==> config.mk <==
export PLATFORM = sky130hd
export DESIGN_NAME = binary_cross_entropy_loss_unit
export DESIGN_NICKNAME = d
export VERILOG_FILES = /design/src/design/bce_pkg.sv /design/src/design/bce_ctrl.sv /design/src/design/bce_datapath.sv /design/src/design/binary_cross_entropy_loss_unit.sv
export SDC_FILE = /design/constraint.sdc
export NUM_CORES = 2
export LEC_CHECK = 0
export BUFFER_PORTS_ARGS = -buffer_cell sky130_fd_sc_hd__buf_2
export CAP_MARGIN = 10
export CORE_ASPECT_RATIO = 0.6
export CORE_UTILIZATION = 55
export DETAILED_ROUTE_END_ITERATION = 8
export PLACE_DENSITY = 0.75
export SLEW_MARGIN = 5
export SYNTH_ARGS = -nofsm -noshare
export SYNTH_HDL_FRONTEND = slang
export SYNTH_SLANG_ARGS = --single-unit
==> constraint.sdc <==
create_clock -name clk -period 27.8 [get_ports clk]
set_input_delay 4.17 -clock clk [delete_from_list [all_inputs] [get_ports clk]]
set_output_delay 4.17 -clock clk [all_outputs]
set_load 0.01 [all_outputs]
==> src/design/bce_pkg.sv <==
// ----------------------------------------------------------------------------
// bce_pkg
// Shared types, constants and tables for the binary cross-entropy loss unit.
// ----------------------------------------------------------------------------
package bce_pkg;

  localparam int unsigned ACC_WIDTH_DEF   = 40;
  localparam int unsigned COUNT_WIDTH_DEF = 24;
  localparam int unsigned PROB_W          = 17;
  localparam int unsigned LN_W            = 20;
  localparam int unsigned OUT_W           = 40;
  localparam int unsigned MODE_W          = 2;

  localparam logic [16:0] ONE_Q16 = 17'd65536;
  localparam logic [19:0] LN2_Q16 = 20'd45426;

  localparam logic [MODE_W-1:0] MODE_NONE = 2'd0;
  localparam logic [MODE_W-1:0] MODE_SUM  = 2'd1;

  typedef enum logic [2:0] {
    ST_IDLE,
    ST_NORM,
    ST_LOG,
    ST_MUL,
    ST_ACC,
    ST_DIV,
    ST_OUT
  } bce_state_t;

  // controller to datapath
  typedef struct packed {
    logic load;
    logic norm;
    logic log_step;
    logic mul;
    logic acc;
    logic div_start;
    logic div_step;
    logic clear;
  } bce_cmd_t;

  // datapath to controller
  typedef struct packed {
    logic norm_done;
    logic log_done;
    logic div_done;
  } bce_stat_t;

  // round(ln(1+2^-j) * 65536)
  function automatic logic [19:0] ln_step(input logic [4:0] j);
    case (j)
      5'd1:  ln_step = 20'd26572;
      5'd2:  ln_step = 20'd14624;
      5'd3:  ln_step = 20'd7719;
      5'd4:  ln_step = 20'd3973;
      5'd5:  ln_step = 20'd2017;
      5'd6:  ln_step = 20'd1016;
      5'd7:  ln_step = 20'd510;
      5'd8:  ln_step = 20'd256;
      5'd9:  ln_step = 20'd128;
      5'd10: ln_step = 20'd64;
      5'd11: ln_step = 20'd32;
      5'd12: ln_step = 20'd16;
      5'd13: ln_step = 20'd8;
      5'd14: ln_step = 20'd4;
      5'd15: ln_step = 20'd2;
      5'd16: ln_step = 20'd1;
      default: ln_step = 20'd0;
    endcase
  endfunction

endpackage

==> src/design/bce_ctrl.sv <==
// ----------------------------------------------------------------------------
// bce_ctrl
// Sequencer: load, normalize, log iterations, multiply, accumulate or emit, divide, output.
// ----------------------------------------------------------------------------
module bce_ctrl (
  input  logic                      clk,
  input  logic                      rst,
  input  logic                      in_valid,
  output logic                      in_stall,
  input  logic                      out_valid,
  input  logic                      out_stall,
  input  logic                      last,
  input  logic [bce_pkg::MODE_W-1:0] mode,
  input  bce_pkg::bce_stat_t        stat,
  output bce_pkg::bce_cmd_t         cmd,
  output logic                      emit,
  output logic                      emit_end
);
  import bce_pkg::*;

  bce_state_t state, state_next;

  // hold state
  always_ff @(posedge clk) begin
    if (rst) begin
      state <= ST_IDLE;
    end else begin
      state <= state_next;
    end
  end

  // next state and commands
  always_comb begin
    state_next = state;
    cmd        = '0;
    emit       = 1'b0;
    emit_end   = 1'b0;
    in_stall   = 1'b1;
    case (state)
      ST_IDLE: begin
        in_stall = 1'b0;
        if (in_valid) begin
          cmd.load   = 1'b1;
          state_next = ST_NORM;
        end
      end
      ST_NORM: begin
        cmd.norm = 1'b1;
        if (stat.norm_done) begin
          state_next = ST_LOG;
        end
      end
      ST_LOG: begin
        cmd.log_step = 1'b1;
        if (stat.log_done) begin
          state_next = ST_MUL;
        end
      end
      ST_MUL: begin
        cmd.mul    = 1'b1;
        state_next = ST_ACC;
      end
      ST_ACC: begin
        if (mode == MODE_NONE) begin
          if (!out_valid || !out_stall) begin
            emit       = 1'b1;
            state_next = ST_IDLE;
          end
        end else begin
          cmd.acc = 1'b1;
          if (!last) begin
            state_next = ST_IDLE;
          end else if (mode == MODE_SUM) begin
            state_next = ST_OUT;
          end else begin
            state_next = ST_DIV;
          end
        end
      end
      ST_DIV: begin
        cmd.div_step = 1'b1;
        if (stat.div_done) begin
          state_next = ST_OUT;
        end
      end
      ST_OUT: begin
        if (!out_valid || !out_stall) begin
          emit       = 1'b1;
          emit_end   = 1'b1;
          cmd.clear  = 1'b1;
          state_next = ST_IDLE;
        end
      end
      default: state_next = ST_IDLE;
    endcase
    cmd.div_start = (state == ST_ACC) && (mode != MODE_NONE) && last && (mode != MODE_SUM);
  end

endmodule

==> src/design/bce_datapath.sv <==
// ----------------------------------------------------------------------------
// bce_datapath
// Clamp, shift-and-add logs (two in parallel), weighting, accumulator and
// restoring divider for the mean.
// ----------------------------------------------------------------------------
module bce_datapath #(
  parameter int unsigned ACC_WIDTH   = bce_pkg::ACC_WIDTH_DEF,
  parameter int unsigned COUNT_WIDTH = bce_pkg::COUNT_WIDTH_DEF
) (
  input  logic                       clk,
  input  logic                       rst,
  input  bce_pkg::bce_cmd_t          cmd,
  input  logic [bce_pkg::PROB_W-1:0] pred_prob,
  input  logic [bce_pkg::PROB_W-1:0] target_prob,
  output bce_pkg::bce_stat_t         stat,
  output logic [bce_pkg::OUT_W-1:0]  loss_elem,
  output logic [bce_pkg::OUT_W-1:0]  loss_red
);
  import bce_pkg::*;

  localparam int unsigned QW = ACC_WIDTH + 1;
  localparam int unsigned VW = QW + OUT_W;
  localparam int unsigned DCW = $clog2(ACC_WIDTH + 1);
  localparam logic [ACC_WIDTH-1:0]   ACC_MAX = '1;
  localparam logic [COUNT_WIDTH-1:0] CNT_MAX = '1;
  localparam logic [DCW-1:0] DIV_LAST = DCW'(ACC_WIDTH - 1);

  logic [16:0] ya, yb, t;
  logic [19:0] ra, rb;
  logic [4:0]  j;
  logic [37:0] loss;
  logic [ACC_WIDTH-1:0]   sum;
  logic [COUNT_WIDTH-1:0] cnt;
  logic [ACC_WIDTH-1:0]   quo;
  logic [COUNT_WIDTH:0]   rem;
  logic [DCW-1:0]         dcnt;
  logic [QW-1:0]          mean;
  logic                   mean_sel;

  logic [16:0] p_cl;
  logic [16:0] na, nb;
  logic        ga, gb;
  logic [37:0] prod;
  logic [ACC_WIDTH:0] sum_add;
  logic [COUNT_WIDTH:0] rem_sh;
  logic [COUNT_WIDTH+1:0] dbl;

  // clamp prediction
  always_comb begin
    p_cl = pred_prob;
    if (pred_prob == 17'd0) p_cl = 17'd1;
    if (pred_prob > 17'd65535) p_cl = 17'd65535;
  end

  assign na = ya + (ya >> j);
  assign nb = yb + (yb >> j);
  assign ga = na <= ONE_Q16;
  assign gb = nb <= ONE_Q16;
  assign stat.norm_done = ya[15] && yb[15];
  assign stat.log_done  = (j == 5'd16);
  assign stat.div_done  = (dcnt == DIV_LAST);

  // weighted log sum with rounding
  assign prod = 38'(t) * 38'(ra) + 38'(ONE_Q16 - t) * 38'(rb) + 38'd32768;

  // log iterations
  always_ff @(posedge clk) begin
    if (cmd.load) begin
      ya <= p_cl;
      yb <= ONE_Q16 - p_cl;
      t  <= (target_prob > ONE_Q16) ? ONE_Q16 : target_prob;
      ra <= '0;
      rb <= '0;
      j  <= 5'd1;
    end else if (cmd.norm) begin
      if (!ya[15]) begin
        ya <= ya << 1;
        ra <= ra + LN2_Q16;
      end
      if (!yb[15]) begin
        yb <= yb << 1;
        rb <= rb + LN2_Q16;
      end
    end else if (cmd.log_step) begin
      if (ga) begin
        ya <= na;
        ra <= ra + ln_step(j);
      end
      if (gb) begin
        yb <= nb;
        rb <= rb + ln_step(j);
      end
      j <= j + 5'd1;
    end
    if (cmd.mul) begin
      loss <= prod >> 16;
    end
  end

  assign sum_add = {1'b0, sum} + (ACC_WIDTH+1)'(loss[21:0]);
  assign rem_sh  = {rem[COUNT_WIDTH-1:0], quo[ACC_WIDTH-1]};

  // accumulate, count, divide
  always_ff @(posedge clk) begin
    if (rst || cmd.clear) begin
      sum <= '0;
      cnt <= '0;
    end else if (cmd.acc) begin
      sum <= sum_add[ACC_WIDTH] ? ACC_MAX : sum_add[ACC_WIDTH-1:0];
      if (cnt != CNT_MAX) cnt <= cnt + 1'b1;
    end
    // remember whether this run closes with a mean
    if (cmd.acc) mean_sel <= cmd.div_start;
    if (cmd.div_start) begin
      quo  <= sum_add[ACC_WIDTH] ? ACC_MAX : sum_add[ACC_WIDTH-1:0];
      rem  <= '0;
      dcnt <= '0;
    end else if (cmd.div_step) begin
      if (rem_sh >= {1'b0, cnt}) begin
        rem <= rem_sh - {1'b0, cnt};
        quo <= {quo[ACC_WIDTH-2:0], 1'b1};
      end else begin
        rem <= rem_sh;
        quo <= {quo[ACC_WIDTH-2:0], 1'b0};
      end
      dcnt <= dcnt + 1'b1;
    end
  end

  // round half up: rem >= cnt - rem
  assign dbl  = {1'b0, rem} << 1;
  assign mean = {1'b0, quo} + QW'(dbl >= (COUNT_WIDTH+2)'(cnt));

  assign loss_elem = OUT_W'(loss[21:0]);

  // pick total or mean, saturate to output width
  always_comb begin
    logic [VW-1:0] v;
    v = mean_sel ? VW'(mean) : VW'(sum);
    if (v > VW'({OUT_W{1'b1}})) loss_red = '1;
    else loss_red = v[OUT_W-1:0];
  end

endmodule

==> src/design/binary_cross_entropy_loss_unit.sv <==
// ----------------------------------------------------------------------------
// binary_cross_entropy_loss_unit
// Streams prediction/target pairs and emits per-element BCE loss, or the
// run total or rounded mean on the marked last element.
// ----------------------------------------------------------------------------
// channel  direction  handshake          payload
// in       input      in_valid/in_stall  pred_prob, target_prob, last_element
// out      output     out_valid/out_stall loss_value, end_of_run
// cfg      input      cfg_valid/cfg_ready cfg_data (reduction_mode)
//
// Each item runs through these steps in order before the next is accepted:
// accept, normalize (up to 15 shifts and a check), 16 log iterations, one
// multiply and one accumulate or emit step. The last item of a sum run adds
// an output step; of a mean run, ACC_WIDTH steps of the one-bit restoring
// divider and an output step.
// Reset clears mode, accumulator, count and the output valid flag.
// A held result in the output register does not block the log work of
// the next item; only its own emit waits for the output to free.
// ----------------------------------------------------------------------------
module binary_cross_entropy_loss_unit #(
  parameter int unsigned ACC_WIDTH   = bce_pkg::ACC_WIDTH_DEF,
  parameter int unsigned COUNT_WIDTH = bce_pkg::COUNT_WIDTH_DEF
) (
  input  logic                        clk,
  input  logic                        rst,
  input  logic                        in_valid,
  output logic                        in_stall,
  input  logic [bce_pkg::PROB_W-1:0]  pred_prob,
  input  logic [bce_pkg::PROB_W-1:0]  target_prob,
  input  logic                        last_element,
  output logic                        out_valid,
  input  logic                        out_stall,
  output logic [bce_pkg::OUT_W-1:0]   loss_value,
  output logic                        end_of_run,
  input  logic                        cfg_valid,
  output logic                        cfg_ready,
  input  logic [bce_pkg::MODE_W-1:0]  cfg_data
);
  import bce_pkg::*;

  bce_cmd_t  cmd;
  bce_stat_t stat;
  logic [MODE_W-1:0] mode;
  logic              last;
  logic              emit, emit_end;
  logic [OUT_W-1:0]  loss_elem, loss_red;

  assign cfg_ready = 1'b1;

  // mode register and item mark
  always_ff @(posedge clk) begin
    if (rst) begin
      mode <= MODE_NONE;
    end else if (cfg_valid) begin
      mode <= cfg_data;
    end
    if (cmd.load) last <= last_element;
  end

  bce_ctrl u_ctrl (
    .clk, .rst, .in_valid, .in_stall, .out_valid, .out_stall,
    .last, .mode, .stat, .cmd, .emit, .emit_end
  );

  bce_datapath #(.ACC_WIDTH(ACC_WIDTH), .COUNT_WIDTH(COUNT_WIDTH)) u_dp (
    .clk, .rst, .cmd, .pred_prob, .target_prob, .stat, .loss_elem, .loss_red
  );

  // output register
  always_ff @(posedge clk) begin
    if (rst) begin
      out_valid <= 1'b0;
    end else if (emit) begin
      out_valid <= 1'b1;
    end else if (!out_stall) begin
      out_valid <= 1'b0;
    end
    if (emit) begin
      loss_value <= emit_end ? loss_red : loss_elem;
      end_of_run <= emit_end;
    end
  end

  a_emit_free: assert property (@(posedge clk) disable iff (rst)
    emit |-> (!out_valid || !out_stall))
    else $error("emit while output held");
  a_no_load_busy: assert property (@(posedge clk) disable iff (rst)
    cmd.load |=> in_stall)
    else $error("item accepted while busy");
  a_clear_end: assert property (@(posedge clk) disable iff (rst)
    cmd.clear |=> (out_valid && end_of_run))
    else $error("run cleared without result");

endmodule
==> flow_metrics.env <==
export IMPL_status="complete, no violations"
export IMPL_min_period_ns=11.25
export IMPL_synth_seq_area_share_pct=16.90
export IMPL_ant_nets=0
export IMPL_yosys_warnings=0
export IMPL_dp_final_hpwl_um=102800
export IMPL_synth_top_area_cell="fa_1"
export IMPL_crit_top_cell="fa_1"
export IMPL_totalWireLength_um=131400
export IMPL_async_flop_share_pct=0
export IMPL_required_ns=28.10
export IMPL_grt_max_degree=79
export IMPL_crit_path_end_kind="flop"
export IMPL_cts_tree="yes"
export IMPL_clock_skew_ns=0.01634
export IMPL_initial_core_util_pct=55.83
export IMPL_synth_top_cells_by_count="865 x inv_1, 711 x fa_1, 639 x nand2_1, 333 x ha_1, 319 x and2_1"
export IMPL_htree_levels=2
export IMPL_final_cells=6432
export IMPL_seq_area_sq_mm=0.007909
export IMPL_period_share_pct=40.48
export IMPL_clk_latency_ns=0.57
export IMPL_post_cts_setup_buffer_count=0
export IMPL_synth_top_family_by_area="adder cells"
export IMPL_grt_pass1_vias=36827
export IMPL_crit_path_top_delay_cell="edfxtp_1"
export IMPL_gp_congestion=0.9594
export IMPL_drt_iter0_markers=4229
export IMPL_cts_sink_count=317
export IMPL_fmax_ghz=0.08885
export IMPL_hold_start="u_dp.rb[0]"
export IMPL_synth_compound_area_share_pct=10.98
export IMPL_arrival_ns=11.55
export IMPL_cts_buffers=36
export IMPL_rr_startpoint="u_dp.t[5]"
export IMPL_diodes=0
export IMPL_post_synth_top_count_cell="inv_1"
export IMPL_cts_hold_buf=0
export IMPL_post_cts_resized=0
export IMPL_finalSetupViolations=0
export IMPL_drv_slew=0
export IMPL_die_w_um=378.6
export IMPL_synthFlopType="dfxtp_1"
export IMPL_coreArea_sq_mm=0.08382
export IMPL_grt_use_total_pct=31.03
export IMPL_vias=37723
export IMPL_fillers=7277
export IMPL_cts_clk_slew_worst_paths_ns=0.06
export IMPL_muxShareOfSynthArea_pct=1.840
export IMPL_tightest_slew_ns=1.372
export IMPL_syn_inst=5351
export IMPL_die_area_sq_mm=0.08629
export IMPL_ys_top_cells_by_area="fa_1 30%, edfxtp_1 10%, ha_1 8.9%"
export IMPL_synth_edf_count=156
export IMPL_synth_adder_area_share_pct=39.32
export IMPL_dp_cells=6366
export IMPL_via_per_inst=5.865
export IMPL_final_nets=6357
export IMPL_synth_top_area_share_pct=30.42
export IMPL_clock_path_buffers=3
export IMPL_root_buffer="clkbuf_16"
export IMPL_ys_ff_latch=317
export IMPL_io_buffer_count=84
export IMPL_tns_ns=0
export IMPL_place_worst_setup_slack_ns=16.71
export IMPL_synth_avg_cell_area_sq_um=8.745
export IMPL_route_detailed_drc=0
export IMPL_syn_to_final_growth_pct=5.652
export IMPL_rsz0062_at_grt="no"
export IMPL_worstSetupStartpointType="flop"
export IMPL_cp_max_fo=23
export IMPL_grt_pass1_wl_um=210000
export IMPL_grt_overflow_total=0
export IMPL_die_y_um=227.9
export IMPL_multi_input_area_sq_mm=0.03459
export IMPL_hp_class="flop to flop"
export IMPL_layout_setup_ws_ns=16.55
export IMPL_synth_xor_area_share_pct=4.230
export IMPL_io_pins=86
export IMPL_antenna_found_initial=0
export IMPL_yosysUniqueCellTypes=83
export IMPL_synthSimpleGateAreaFrac_pct=17.37
export IMPL_synth_area_sq_mm=0.04680
export IMPL_layout_drive_gt1_share_pct=5.663
export IMPL_synth_nets=6437
export IMPL_num_rows=82
export IMPL_cp_slowest_stage_delay_ns=0.80
export IMPL_hold_viol=0
export IMPL_relSlewSlack_pct=8.397
export IMPL_critical_path_class="flop to flop"
export IMPL_wire_per_inst_um=20.42
export IMPL_utilization_pct=58.98
export IMPL_drt_pass1_iter_count=6
export IMPL_drv_cap=0
export IMPL_startpoint="u_dp.t[5]"
==> layer usage <==
layer | GRT usage, % | share of wire, %
met2 | 40.57 | 38
met5 | 0 | 0
met1 | 50.01 | 46
met4 | 6.465 | 2.3
met3 | 8.572 | 13
==> layout make-up <==
type	count	share of cell area [%]
clock buffers	47	2.093
clock inverters	18	0.2683
inverters	868	6.590
multi-input cells	3874	69.97
flip-flops and latches	317	16.00
well taps	1134	2.870
repair buffers	174	2.212
==> cell usage in the layout, fill, tap and decap left out, types with 16 or more instances in the layout <==
cell type,n
a211oi_1,49
and2_1,319
a21oi_1,212
nor2_1,317
a21o_1,52
nand4_1,35
o21a_1,16
and3_1,49
nand2b_1,17
or2_2,22
a22oi_1,16
buf_2,84
nand3_1,85
nor2b_1,51
o31ai_1,24
fa_1,711
xor2_1,90
clkbuf_16,38
o21ai_0,258
buf_4,89
nor3_1,77
dfxtp_1,160
a31oi_1,59
inv_1,864
xnor2_1,133
ha_1,333
o211ai_1,16
edfxtp_1,156
nor4_1,21
nand2_1,637
mux2i_1,59
or3_1,21
==> critical path: cells and delay by family (launching register included) <==
family / cells / cell delay [ns]
xor+xnor: 1 / 0.11
buf+inv: 5 / 0.30
compound gates: 8 / 2.48
simple gates: 8 / 2.66
flops: 1 / 0.80
fa+ha+maj: 10 / 4.61
==> flip-flops by register name, indices dropped and copies added, names as in the netlist, 20 cells and up, named ones only <==
register,count
u_dp.ra,20
u_dp.cnt,24
u_dp.loss,22
u_dp.sum,40
u_dp.quo,40
loss_value,40
u_dp.rb,20
u_dp.rem,25
==> stage by stage <==
step	hold WS (ns)	area [sq um]
after floorplan	0.4455	46800
after global placement	0.4383	48270
after detailed placement	0.4485	48270
after CTS	0.4566	49440
after global routing	0.4853	49440
final	0.4561	49440
==> cells by family after synthesis <==
kind of cell	Yosys count
compound gates	827
xor+xnor	226
fa+ha+maj	1044
buf+inv	1160
flops	317
mux	75
other cells	1
simple gates	1701
==> worst paths after layout <==
path	to	slack, ns	cells past startpoint
setup reg to reg	u_dp.loss[21]	16.55	32
hold reg to reg	u_dp.rb[0]	0.46	2
setup / recovery	u_dp.loss[21]	16.55	32
hold / removal	u_dp.rb[0]	0.46	2
Power is left out: the tool's default activity adds up to more than one toggle a clock period on the data nets, which glitch-free logic cannot reach.
